### src/hw/rtl/sprite_entry_tile_expander_assert.svh
// ----------------------------------------------------------------------------
// Sprite entry tile expander assertion macros
// Clocked assertion wrappers; empty when SYNTHESIS is defined.
// ----------------------------------------------------------------------------
`ifndef SPRITE_ENTRY_TILE_EXPANDER_ASSERT_SVH
`define SPRITE_ENTRY_TILE_EXPANDER_ASSERT_SVH

`ifndef SYNTHESIS
// check prop at every clock edge outside reset
`define SPTE_ASSERT(lbl, clk, rst_n, prop) \
    lbl: assert property (@(posedge clk) disable iff (!rst_n) prop) \
        else $error("spte assertion failed");
// check that cond never holds outside reset
`define SPTE_NEVER(lbl, clk, rst_n, cond) \
    lbl: assert property (@(posedge clk) disable iff (!rst_n) !(cond)) \
        else $error("spte forbidden condition seen");
`else
`define SPTE_ASSERT(lbl, clk, rst_n, prop)
`define SPTE_NEVER(lbl, clk, rst_n, cond)
`endif

`endif

### src/hw/rtl/spte_pkg.sv
// ----------------------------------------------------------------------------
// Sprite entry tile expander package
// Shared types, constants, and the code mask, last piece and piece layout functions.
// ----------------------------------------------------------------------------
package spte_pkg;

    localparam int unsigned QueueDepth = 2;

    localparam logic [9:0] XOffset   = 10'd40;
    localparam logic [8:0] YBase     = 9'd224;
    localparam logic [9:0] TileStepX = 10'd16;
    localparam logic [8:0] TileStepY = 9'd16;

    typedef enum logic [1:0] {
        SIZE_1X1  = 2'd0,
        SIZE_WIDE = 2'd1,
        SIZE_TALL = 2'd2,
        SIZE_BOTH = 2'd3
    } t_size;

    // classified sprite entry handed from front to back
    typedef struct packed {
        logic [7:0]        code;
        logic [7:0]        color;
        logic              fx;
        logic              fy;
        t_size             size;
        logic signed [9:0] x;
        logic signed [8:0] y;
    } t_entry;

    typedef struct packed {
        logic [1:0] off;
        logic       right;
        logic       up;
    } t_piece;

    typedef struct packed {
        logic full;
        logic avail;
    } t_qstat;

    function automatic logic [7:0] code_mask(input t_size size);
        unique case (size)
            SIZE_1X1:  code_mask = 8'hFF;
            SIZE_WIDE: code_mask = 8'hFE;
            SIZE_TALL: code_mask = 8'hFD;
            SIZE_BOTH: code_mask = 8'hFC;
            default:   code_mask = 8'hFF;
        endcase
    endfunction

    // index of the final piece for a size
    function automatic logic [1:0] last_idx(input t_size size);
        unique case (size)
            SIZE_1X1:  last_idx = 2'd0;
            SIZE_WIDE: last_idx = 2'd1;
            SIZE_TALL: last_idx = 2'd1;
            SIZE_BOTH: last_idx = 2'd3;
            default:   last_idx = 2'd0;
        endcase
    endfunction

    // layout of piece k: code offset, right shift and up shift
    function automatic t_piece piece_of(input t_size size, input logic fx,
                                        input logic fy, input logic [1:0] k);
        t_piece p;
        p = '0;
        unique case (size)
            SIZE_1X1: begin
                p = '0;
            end
            SIZE_WIDE: begin
                p.off   = {1'b0, k[0]};
                p.right = k[0] ^ fx;
                p.up    = 1'b0;
            end
            SIZE_TALL: begin
                p.off   = {k[0] ^ ~fy, 1'b0};
                p.right = 1'b0;
                p.up    = k[0];
            end
            SIZE_BOTH: begin
                p.off   = {k[1] ^ ~fy, k[0] ^ fx};
                p.right = k[0];
                p.up    = k[1];
            end
            default: begin
                p = '0;
            end
        endcase
        return p;
    endfunction

endpackage

### src/hw/rtl/spte_front.sv
// ----------------------------------------------------------------------------
// Sprite entry tile expander front end
// Accepts sprite entries, drops disabled ones and computes position and code.
// ----------------------------------------------------------------------------
module spte_front (
    input  logic            i_clk,
    input  logic            i_rst_n,
    input  logic            i_valid,
    output logic            o_stall,
    input  logic [7:0]      i_sprite_code,
    input  logic [7:0]      i_color_byte,
    input  logic [7:0]      i_pos_y_raw,
    input  logic [7:0]      i_pos_x_raw,
    input  logic [7:0]      i_attributes,
    input  logic [7:0]      i_control,
    input  spte_pkg::t_qstat i_qstat,
    output logic            o_push,
    output spte_pkg::t_entry o_entry
);

    logic             r_valid;
    logic             n_valid;
    spte_pkg::t_entry r_entry;
    spte_pkg::t_entry n_entry;
    logic             accept;
    spte_pkg::t_size  size;

    assign o_stall = r_valid && i_qstat.full;
    assign accept  = i_valid && !o_stall;
    assign o_push  = r_valid && !i_qstat.full;
    assign o_entry = r_entry;
    assign size    = spte_pkg::t_size'(i_attributes[3:2]);

    always_comb begin
        n_entry.size  = size;
        n_entry.fx    = i_attributes[0];
        n_entry.fy    = i_attributes[1];
        n_entry.color = i_color_byte;
        n_entry.code  = i_sprite_code & spte_pkg::code_mask(size);
        n_entry.x     = $signed({1'b0, i_control[0], i_pos_x_raw} - spte_pkg::XOffset);
        n_entry.y     = $signed(spte_pkg::YBase - {1'b0, i_pos_y_raw});
        // drop disabled entries at the door
        n_valid = (accept && !i_control[1]) || (r_valid && i_qstat.full);
    end

    always_ff @(posedge i_clk) begin
        if (!i_rst_n) begin
            r_valid <= 1'b0;
        end else begin
            r_valid <= n_valid;
        end
    end

    always_ff @(posedge i_clk) begin
        if (accept) begin
            r_entry <= n_entry;
        end
    end

endmodule

### src/hw/rtl/spte_queue.sv
// ----------------------------------------------------------------------------
// Sprite entry tile expander entry queue
// Small FIFO of classified entries between front and back.
// ----------------------------------------------------------------------------
`include "sprite_entry_tile_expander_assert.svh"

module spte_queue #(
    parameter int unsigned DEPTH = spte_pkg::QueueDepth
) (
    input  logic             i_clk,
    input  logic             i_rst_n,
    input  logic             i_push,
    input  spte_pkg::t_entry i_entry,
    input  logic             i_pop,
    output spte_pkg::t_entry o_entry,
    output spte_pkg::t_qstat o_qstat
);

    localparam int unsigned PtrW = (DEPTH > 1) ? $clog2(DEPTH) : 1;
    localparam int unsigned CntW = $clog2(DEPTH + 1);

    spte_pkg::t_entry  r_mem [DEPTH];
    logic [PtrW-1:0]   r_wr;
    logic [PtrW-1:0]   r_rd;
    logic [CntW-1:0]   r_cnt;
    logic [PtrW-1:0]   n_wr;
    logic [PtrW-1:0]   n_rd;
    logic [CntW-1:0]   n_cnt;

    assign o_qstat.full  = (r_cnt == CntW'(DEPTH));
    assign o_qstat.avail = (r_cnt != '0);
    assign o_entry       = r_mem[r_rd];

    always_comb begin
        n_wr  = r_wr;
        n_rd  = r_rd;
        n_cnt = r_cnt;
        if (i_push) begin
            n_wr = (r_wr == PtrW'(DEPTH - 1)) ? '0 : r_wr + 1'b1;
        end
        if (i_pop) begin
            n_rd = (r_rd == PtrW'(DEPTH - 1)) ? '0 : r_rd + 1'b1;
        end
        priority if (i_push && !i_pop) begin
            n_cnt = r_cnt + 1'b1;
        end else if (i_pop && !i_push) begin
            n_cnt = r_cnt - 1'b1;
        end
    end

    always_ff @(posedge i_clk) begin
        if (!i_rst_n) begin
            r_wr  <= '0;
            r_rd  <= '0;
            r_cnt <= '0;
        end else begin
            r_wr  <= n_wr;
            r_rd  <= n_rd;
            r_cnt <= n_cnt;
        end
    end

    always_ff @(posedge i_clk) begin
        if (i_push) begin
            r_mem[r_wr] <= i_entry;
        end
    end

    `SPTE_NEVER(a_push_full, i_clk, i_rst_n, i_push && o_qstat.full)
    `SPTE_NEVER(a_pop_empty, i_clk, i_rst_n, i_pop && !o_qstat.avail)
    `SPTE_ASSERT(a_cnt_range, i_clk, i_rst_n, r_cnt <= CntW'(DEPTH))

endmodule

### src/hw/rtl/spte_back.sv
// ----------------------------------------------------------------------------
// Sprite entry tile expander back end
// Walks the pieces of each entry and drives the tile draw output register.
// ----------------------------------------------------------------------------
`include "sprite_entry_tile_expander_assert.svh"

module spte_back (
    input  logic              i_clk,
    input  logic              i_rst_n,
    input  spte_pkg::t_qstat  i_qstat,
    input  spte_pkg::t_entry  i_entry,
    output logic              o_pop,
    output logic              o_valid,
    input  logic              i_stall,
    output logic [7:0]        o_tile_code,
    output logic [7:0]        o_color_out,
    output logic              o_flip_x,
    output logic              o_flip_y,
    output logic signed [9:0] o_screen_x,
    output logic signed [8:0] o_screen_y,
    output logic              o_last_piece
);

    spte_pkg::t_entry r_ent;
    logic             r_busy;
    logic             n_busy;
    logic [1:0]       r_k;
    logic [1:0]       n_k;
    logic             r_out_valid;
    logic             n_out_valid;
    logic             emit;
    logic             last;
    spte_pkg::t_piece piece;

    always_comb begin
        piece = spte_pkg::piece_of(r_ent.size, r_ent.fx, r_ent.fy, r_k);
        last  = (r_k == spte_pkg::last_idx(r_ent.size));
        emit  = r_busy && (!r_out_valid || !i_stall);
        o_pop = i_qstat.avail && (!r_busy || (emit && last));

        n_busy = r_busy;
        n_k    = r_k;
        priority if (o_pop) begin
            n_busy = 1'b1;
            n_k    = '0;
        end else if (emit) begin
            n_busy = !last;
            n_k    = r_k + 1'b1;
        end
        // hold a stalled word, drop a taken one
        n_out_valid = emit || (r_out_valid && i_stall);
    end

    always_ff @(posedge i_clk) begin
        if (!i_rst_n) begin
            r_busy      <= 1'b0;
            r_k         <= '0;
            r_out_valid <= 1'b0;
        end else begin
            r_busy      <= n_busy;
            r_k         <= n_k;
            r_out_valid <= n_out_valid;
        end
    end

    always_ff @(posedge i_clk) begin
        if (o_pop) begin
            r_ent <= i_entry;
        end
        if (emit) begin
            o_tile_code  <= r_ent.code + {6'd0, piece.off};
            o_color_out  <= r_ent.color;
            o_flip_x     <= r_ent.fx;
            o_flip_y     <= r_ent.fy;
            o_screen_x   <= piece.right ? r_ent.x + $signed(spte_pkg::TileStepX) : r_ent.x;
            o_screen_y   <= piece.up ? r_ent.y - $signed(spte_pkg::TileStepY) : r_ent.y;
            o_last_piece <= last;
        end
    end

    assign o_valid = r_out_valid;

    `SPTE_ASSERT(a_k_range, i_clk, i_rst_n, r_busy |-> (r_k <= spte_pkg::last_idx(r_ent.size)))
    `SPTE_ASSERT(a_emit_valid, i_clk, i_rst_n, emit |=> o_valid)

endmodule

### src/hw/rtl/sprite_entry_tile_expander.sv
// ----------------------------------------------------------------------------
// Sprite entry tile expander
// Expands one sprite table entry into one to four 16x16 tile draws.
// ----------------------------------------------------------------------------
//  channel   direction  handshake            payload
//  entry     in         i_valid / o_stall    sprite code, color, raw x/y, attr, ctrl
//  tile      out        o_valid / i_stall    code, color, flips, x, y, last mark
//
// An entry takes one cycle per tile draw at the output register while i_stall is low:
// four draws for a 2x2 sprite, one for 1x1; disabled entries produce nothing.
// The back end piece counter sets the rate; the front takes a word per cycle
// until the entry queue fills. Words pass the front, queue and back end registers.
// Reset is synchronous and clears all control state.
// A stall on the output holds the draw; the queue keeps the input moving.
// ----------------------------------------------------------------------------
module sprite_entry_tile_expander #(
    parameter int unsigned QUEUE_DEPTH = spte_pkg::QueueDepth
) (
    input  logic              i_clk,
    input  logic              i_rst_n,
    input  logic              i_valid,
    output logic              o_stall,
    input  logic [7:0]        i_sprite_code,
    input  logic [7:0]        i_color_byte,
    input  logic [7:0]        i_pos_y_raw,
    input  logic [7:0]        i_pos_x_raw,
    input  logic [7:0]        i_attributes,
    input  logic [7:0]        i_control,
    output logic              o_valid,
    input  logic              i_stall,
    output logic [7:0]        o_tile_code,
    output logic [7:0]        o_color_out,
    output logic              o_flip_x,
    output logic              o_flip_y,
    output logic signed [9:0] o_screen_x,
    output logic signed [8:0] o_screen_y,
    output logic              o_last_piece
);

    spte_pkg::t_qstat qstat;
    spte_pkg::t_entry push_entry;
    spte_pkg::t_entry pop_entry;
    logic             push;
    logic             pop;

    spte_front u_front (
        .i_clk         (i_clk),
        .i_rst_n       (i_rst_n),
        .i_valid       (i_valid),
        .o_stall       (o_stall),
        .i_sprite_code (i_sprite_code),
        .i_color_byte  (i_color_byte),
        .i_pos_y_raw   (i_pos_y_raw),
        .i_pos_x_raw   (i_pos_x_raw),
        .i_attributes  (i_attributes),
        .i_control     (i_control),
        .i_qstat       (qstat),
        .o_push        (push),
        .o_entry       (push_entry)
    );

    spte_queue #(
        .DEPTH (QUEUE_DEPTH)
    ) u_queue (
        .i_clk   (i_clk),
        .i_rst_n (i_rst_n),
        .i_push  (push),
        .i_entry (push_entry),
        .i_pop   (pop),
        .o_entry (pop_entry),
        .o_qstat (qstat)
    );

    spte_back u_back (
        .i_clk        (i_clk),
        .i_rst_n      (i_rst_n),
        .i_qstat      (qstat),
        .i_entry      (pop_entry),
        .o_pop        (pop),
        .o_valid      (o_valid),
        .i_stall      (i_stall),
        .o_tile_code  (o_tile_code),
        .o_color_out  (o_color_out),
        .o_flip_x     (o_flip_x),
        .o_flip_y     (o_flip_y),
        .o_screen_x   (o_screen_x),
        .o_screen_y   (o_screen_y),
        .o_last_piece (o_last_piece)
    );

endmodule
### config.mk
export PLATFORM = sky130hd
export DESIGN_NAME = sprite_entry_tile_expander
export DESIGN_NICKNAME = d
export VERILOG_FILES = /design/src/hw/rtl/spte_pkg.sv /design/src/hw/rtl/spte_front.sv /design/src/hw/rtl/spte_queue.sv /design/src/hw/rtl/spte_back.sv /design/src/hw/rtl/sprite_entry_tile_expander.sv
export VERILOG_INCLUDE_DIRS = /design/src /design/src/hw/rtl
export SDC_FILE = /design/constraint.sdc
export NUM_CORES = 1
export LEC_CHECK = 0
export ABC_AREA = 1
export BUFFER_PORTS_ARGS = -buffer_cell sky130_fd_sc_hd__buf_4
export CELL_PAD_IN_SITES_DETAIL_PLACEMENT = 2
export CELL_PAD_IN_SITES_GLOBAL_PLACEMENT = 2
export CORE_UTILIZATION = 35
export CTS_CLUSTER_SIZE = 10
export DETAILED_ROUTE_END_ITERATION = 12
export HOLD_SLACK_MARGIN = 0.02
export PLACE_DENSITY_LB_ADDON = 0.1
export RECOVER_POWER = 25
export SLEW_MARGIN = 30
export SYNTH_ARGS = -nofsm -noshare
export SYNTH_HDL_FRONTEND = slang
export SYNTH_SLANG_ARGS = --single-unit
### constraint.sdc
create_clock -name i_clk -period 3.5 [get_ports i_clk]
set_input_delay 0.525 -clock i_clk [delete_from_list [all_inputs] [get_ports i_clk]]
set_output_delay 0.525 -clock i_clk [all_outputs]
set_load 0.01 [all_outputs]
==> metrics <==
Area growth, synth to finish 22.3%; clk buf depth 3; Detail Route Antenna Nets 0; GRT met2 Usage 0.249; post-CTS setup buffer count 0; Post-Syn Instances 416; Sink Count 203; yosys warns 0; Remaining DRCs 0; Worst EP required ~3.8 ns; Worst R2R Path Depth 12; Clock H-tree levels 1; FMAX 419 MHz; post-CTS sizing 0; Setup Skew approximately 0.008 ns; DR iter-0 viols around 130; endpoints failing setup 0; Crit path arrival time 2.64 ns; Non-Filler Instances 806; largest net degree at the start of global routing 42; CP endpoint kind flop; Layout Nets 585; Hold WC Path Type primary input to flop; Hold Fails Final Rpt 0; initial antenna violation count 0; CTS Root Cell clkbuf_16; hpwl dp 8940 um; vias in the first global route 4207; Initial Util 0.362; Tot Pwr a little over 7 mW; most crowded layer after global routing met2; maxcap violations 0; Via Count about 3700; Core Area 20500 um2; sequential-to-total area share from yosys stat 0.809; syn avg cell area 17.9 um2; WHS Path Cells 1; clock-pin slew on the worst setup and hold paths ~0.060 ns; GRT Util Overall 0.135; FILL cells 1971; setup TNS 0 ns; WL final 14000 um; crit-path max FO 6; dpl cells 767; num rows 52; crit path kind flop to flop; first-pass GRT wire length 22500 um; Num CTS Buffers 25; CTS tree yes; Die Wd 148 um; Power Density 801 nW/um2; worst slew pin tran 0.814 ns; DRT Pass-1 Iters 4; RSZ-0062 raised after global routing no; DIE AREA 21800 um2; relative slew slack 0.457; Hold Buf Count CTS 0; final period utilization 0.682; grt met1 use 0.157; fin crit period 2.39 ns; I/O Pins 92; Yosys cell types 26; LEAKAGE around 3.3 nW; Avg WL per Cell 17.3 um; Synth Cell Area 7430 um2; clk_lat worst skew 0.50 ns; Worst Setup Start Kind flop; share of layout cells above drive strength 1 0.302; Seq cells post-synth between 200 and 250; diodes inserted 0; chip height 148 um; VDD IR max 0.500 mV; routing usage on met3 0.0256; Placer Congestion slightly above 0.7; Vias per Instance 4.55; Synth Net Count 477; outcome completed; port bufs 81; GRT overflow 0; Slew Limit Fails 0
-- sequential cells by signal, summed over array words and instances (netlist names), 8 cells and up --
name	cells
u_back.o_tile_code	8
u_back.o_color_out	8
u_front.o_entry	39
u_back.o_screen_x	10
u_back.o_screen_y	9
u_back.r_ent	39
u_queue.r_mem	78
-- cell type report --
type	instances	area [um2]	share of cell area
inverter	39	148	0.0163
sequential	203	6010	0.662
multi-input combinational	169	1270	0.139
timing repair buffer	86	631	0.0694
tap	270	338	0.0372
clock inverter	4	26.3	0.00289
clock buffer	35	663	0.0730
-- logic make-up after synthesis --
group	share of synthesized area
flops	0.809
fa+ha+maj	0.0162
compound gates	0.0142
mux	0.0591
buf+inv	0.0229
xor+xnor	0.0350
simple gates	0.0440
-- placed cells by master (no fill, tap or decap) --
master and count:
mux2_2 39, o21a_1 1, a31oi_1 1, nand2_1 36, xor2_1 20, dfxtp_4 1, a21oi_1 6, o31ai_1 1
edfxtp_1 194, nand3_2 1, nor3_1 4, clkbuf_16 25, inv_2 2, inv_6 2, dfxtp_1 8, o21ai_0 9
xnor2_1 6, buf_4 62, clkinv_2 2, nor2_1 13, nand4_1 4, clkbuf_1 14, fa_1 1, inv_1 36
and3_1 1, xnor2_2 2, ha_1 8, clkbuf_4 20, clkinv_1 1, nand2_2 2, nand3_1 10, a21oi_2 1
nand2_4 1, nor2_4 2
-- power breakdown --
group / total (mW) / internal, mW / switching, mW
clock: 2.21 / 1.30 / 0.901
combinational: 1.36 / 0.583 / 0.773
sequential: 3.72 / 3.39 / 0.323
-- layer usage --
| layer | vias up | wire [um] |
|---|---|---|
| met2 | 75 | 7400 |
| met5 | - | 0 |
| met3 | 19 | 520 |
| li1 | 1734 | - |
| met1 | 1836 | 5730 |
| met4 | 0 | 306 |
-- path summary, 6_finish.rpt --
| path | startpoint | to | slack, ns |
|---|---|---|---|
| max | u_back.r_k[0]$_SDFFE_PP0P_ | u_back.o_tile_code[7]$_DFFE_PP_ | 1.11 |
| max reg2reg | u_back.r_k[0]$_SDFFE_PP0P_ | u_back.o_tile_code[7]$_DFFE_PP_ | 1.11 |
| min reg2reg | u_back.r_ent[11]$_DFFE_PP_ | u_back.o_screen_x[2]$_DFFE_PP_ | 0.41 |
| min | i_pos_x_raw[0] | u_front.o_entry[9]$_DFFE_PP_ | 0.22 |
-- worst max-delay path, cell delays in order, from the launching register on --
cell and delay [ns]:
dfxtp_1 0.47, inv_1 0.14, nand2_1 0.09, o21ai_0 0.13
o21ai_0 0.18, a21oi_1 0.09, ha_1 0.30, nand3_1 0.07
nand2_1 0.11, nand2_1 0.09, nor2_1 0.17, nand3_1 0.14
xnor2_1 0.16
-- cells in the mapped netlist --
master,count,share of area
a21oi_1,6,0.0040
a21oi_2,1,0.0012
a31oi_1,1,0.00084
and3_1,1,0.00084
buf_2,4,0.0027
clkbuf_1,1,0.00050
dfxtp_1,9,0.024
edfxtp_1,194,0.78
fa_1,1,0.0027
ha_1,8,0.013
inv_1,39,0.020
mux2_2,39,0.059
nand2_1,36,0.018
nand2_2,2,0.0017
nand2_4,1,0.0015
nand3_1,10,0.0067
nand3_2,1,0.0013
nand4_1,4,0.0034
nor2_1,15,0.0076
nor3_1,4,0.0027
o21a_1,1,0.0010
o21ai_0,9,0.0061
o31ai_1,1,0.0010
xnor2_1,6,0.0071
xnor2_2,2,0.0044
xor2_1,20,0.024
-- stage by stage --
step	utilization	worst slack [ns]	hold WS [ns]	cell area, um2
final	0.443	1.11	0.218	9080
after global routing	0.443	0.861	0.195	9080
after CTS	0.444	1.08	0.173	9090
after detailed placement	0.410	1.12	0.407	8410
after global placement	0.410	1.21	0.402	8400
after floorplan	-	0.695	0.400	7430
Note: power is estimated with default switching activity, not from simulation.
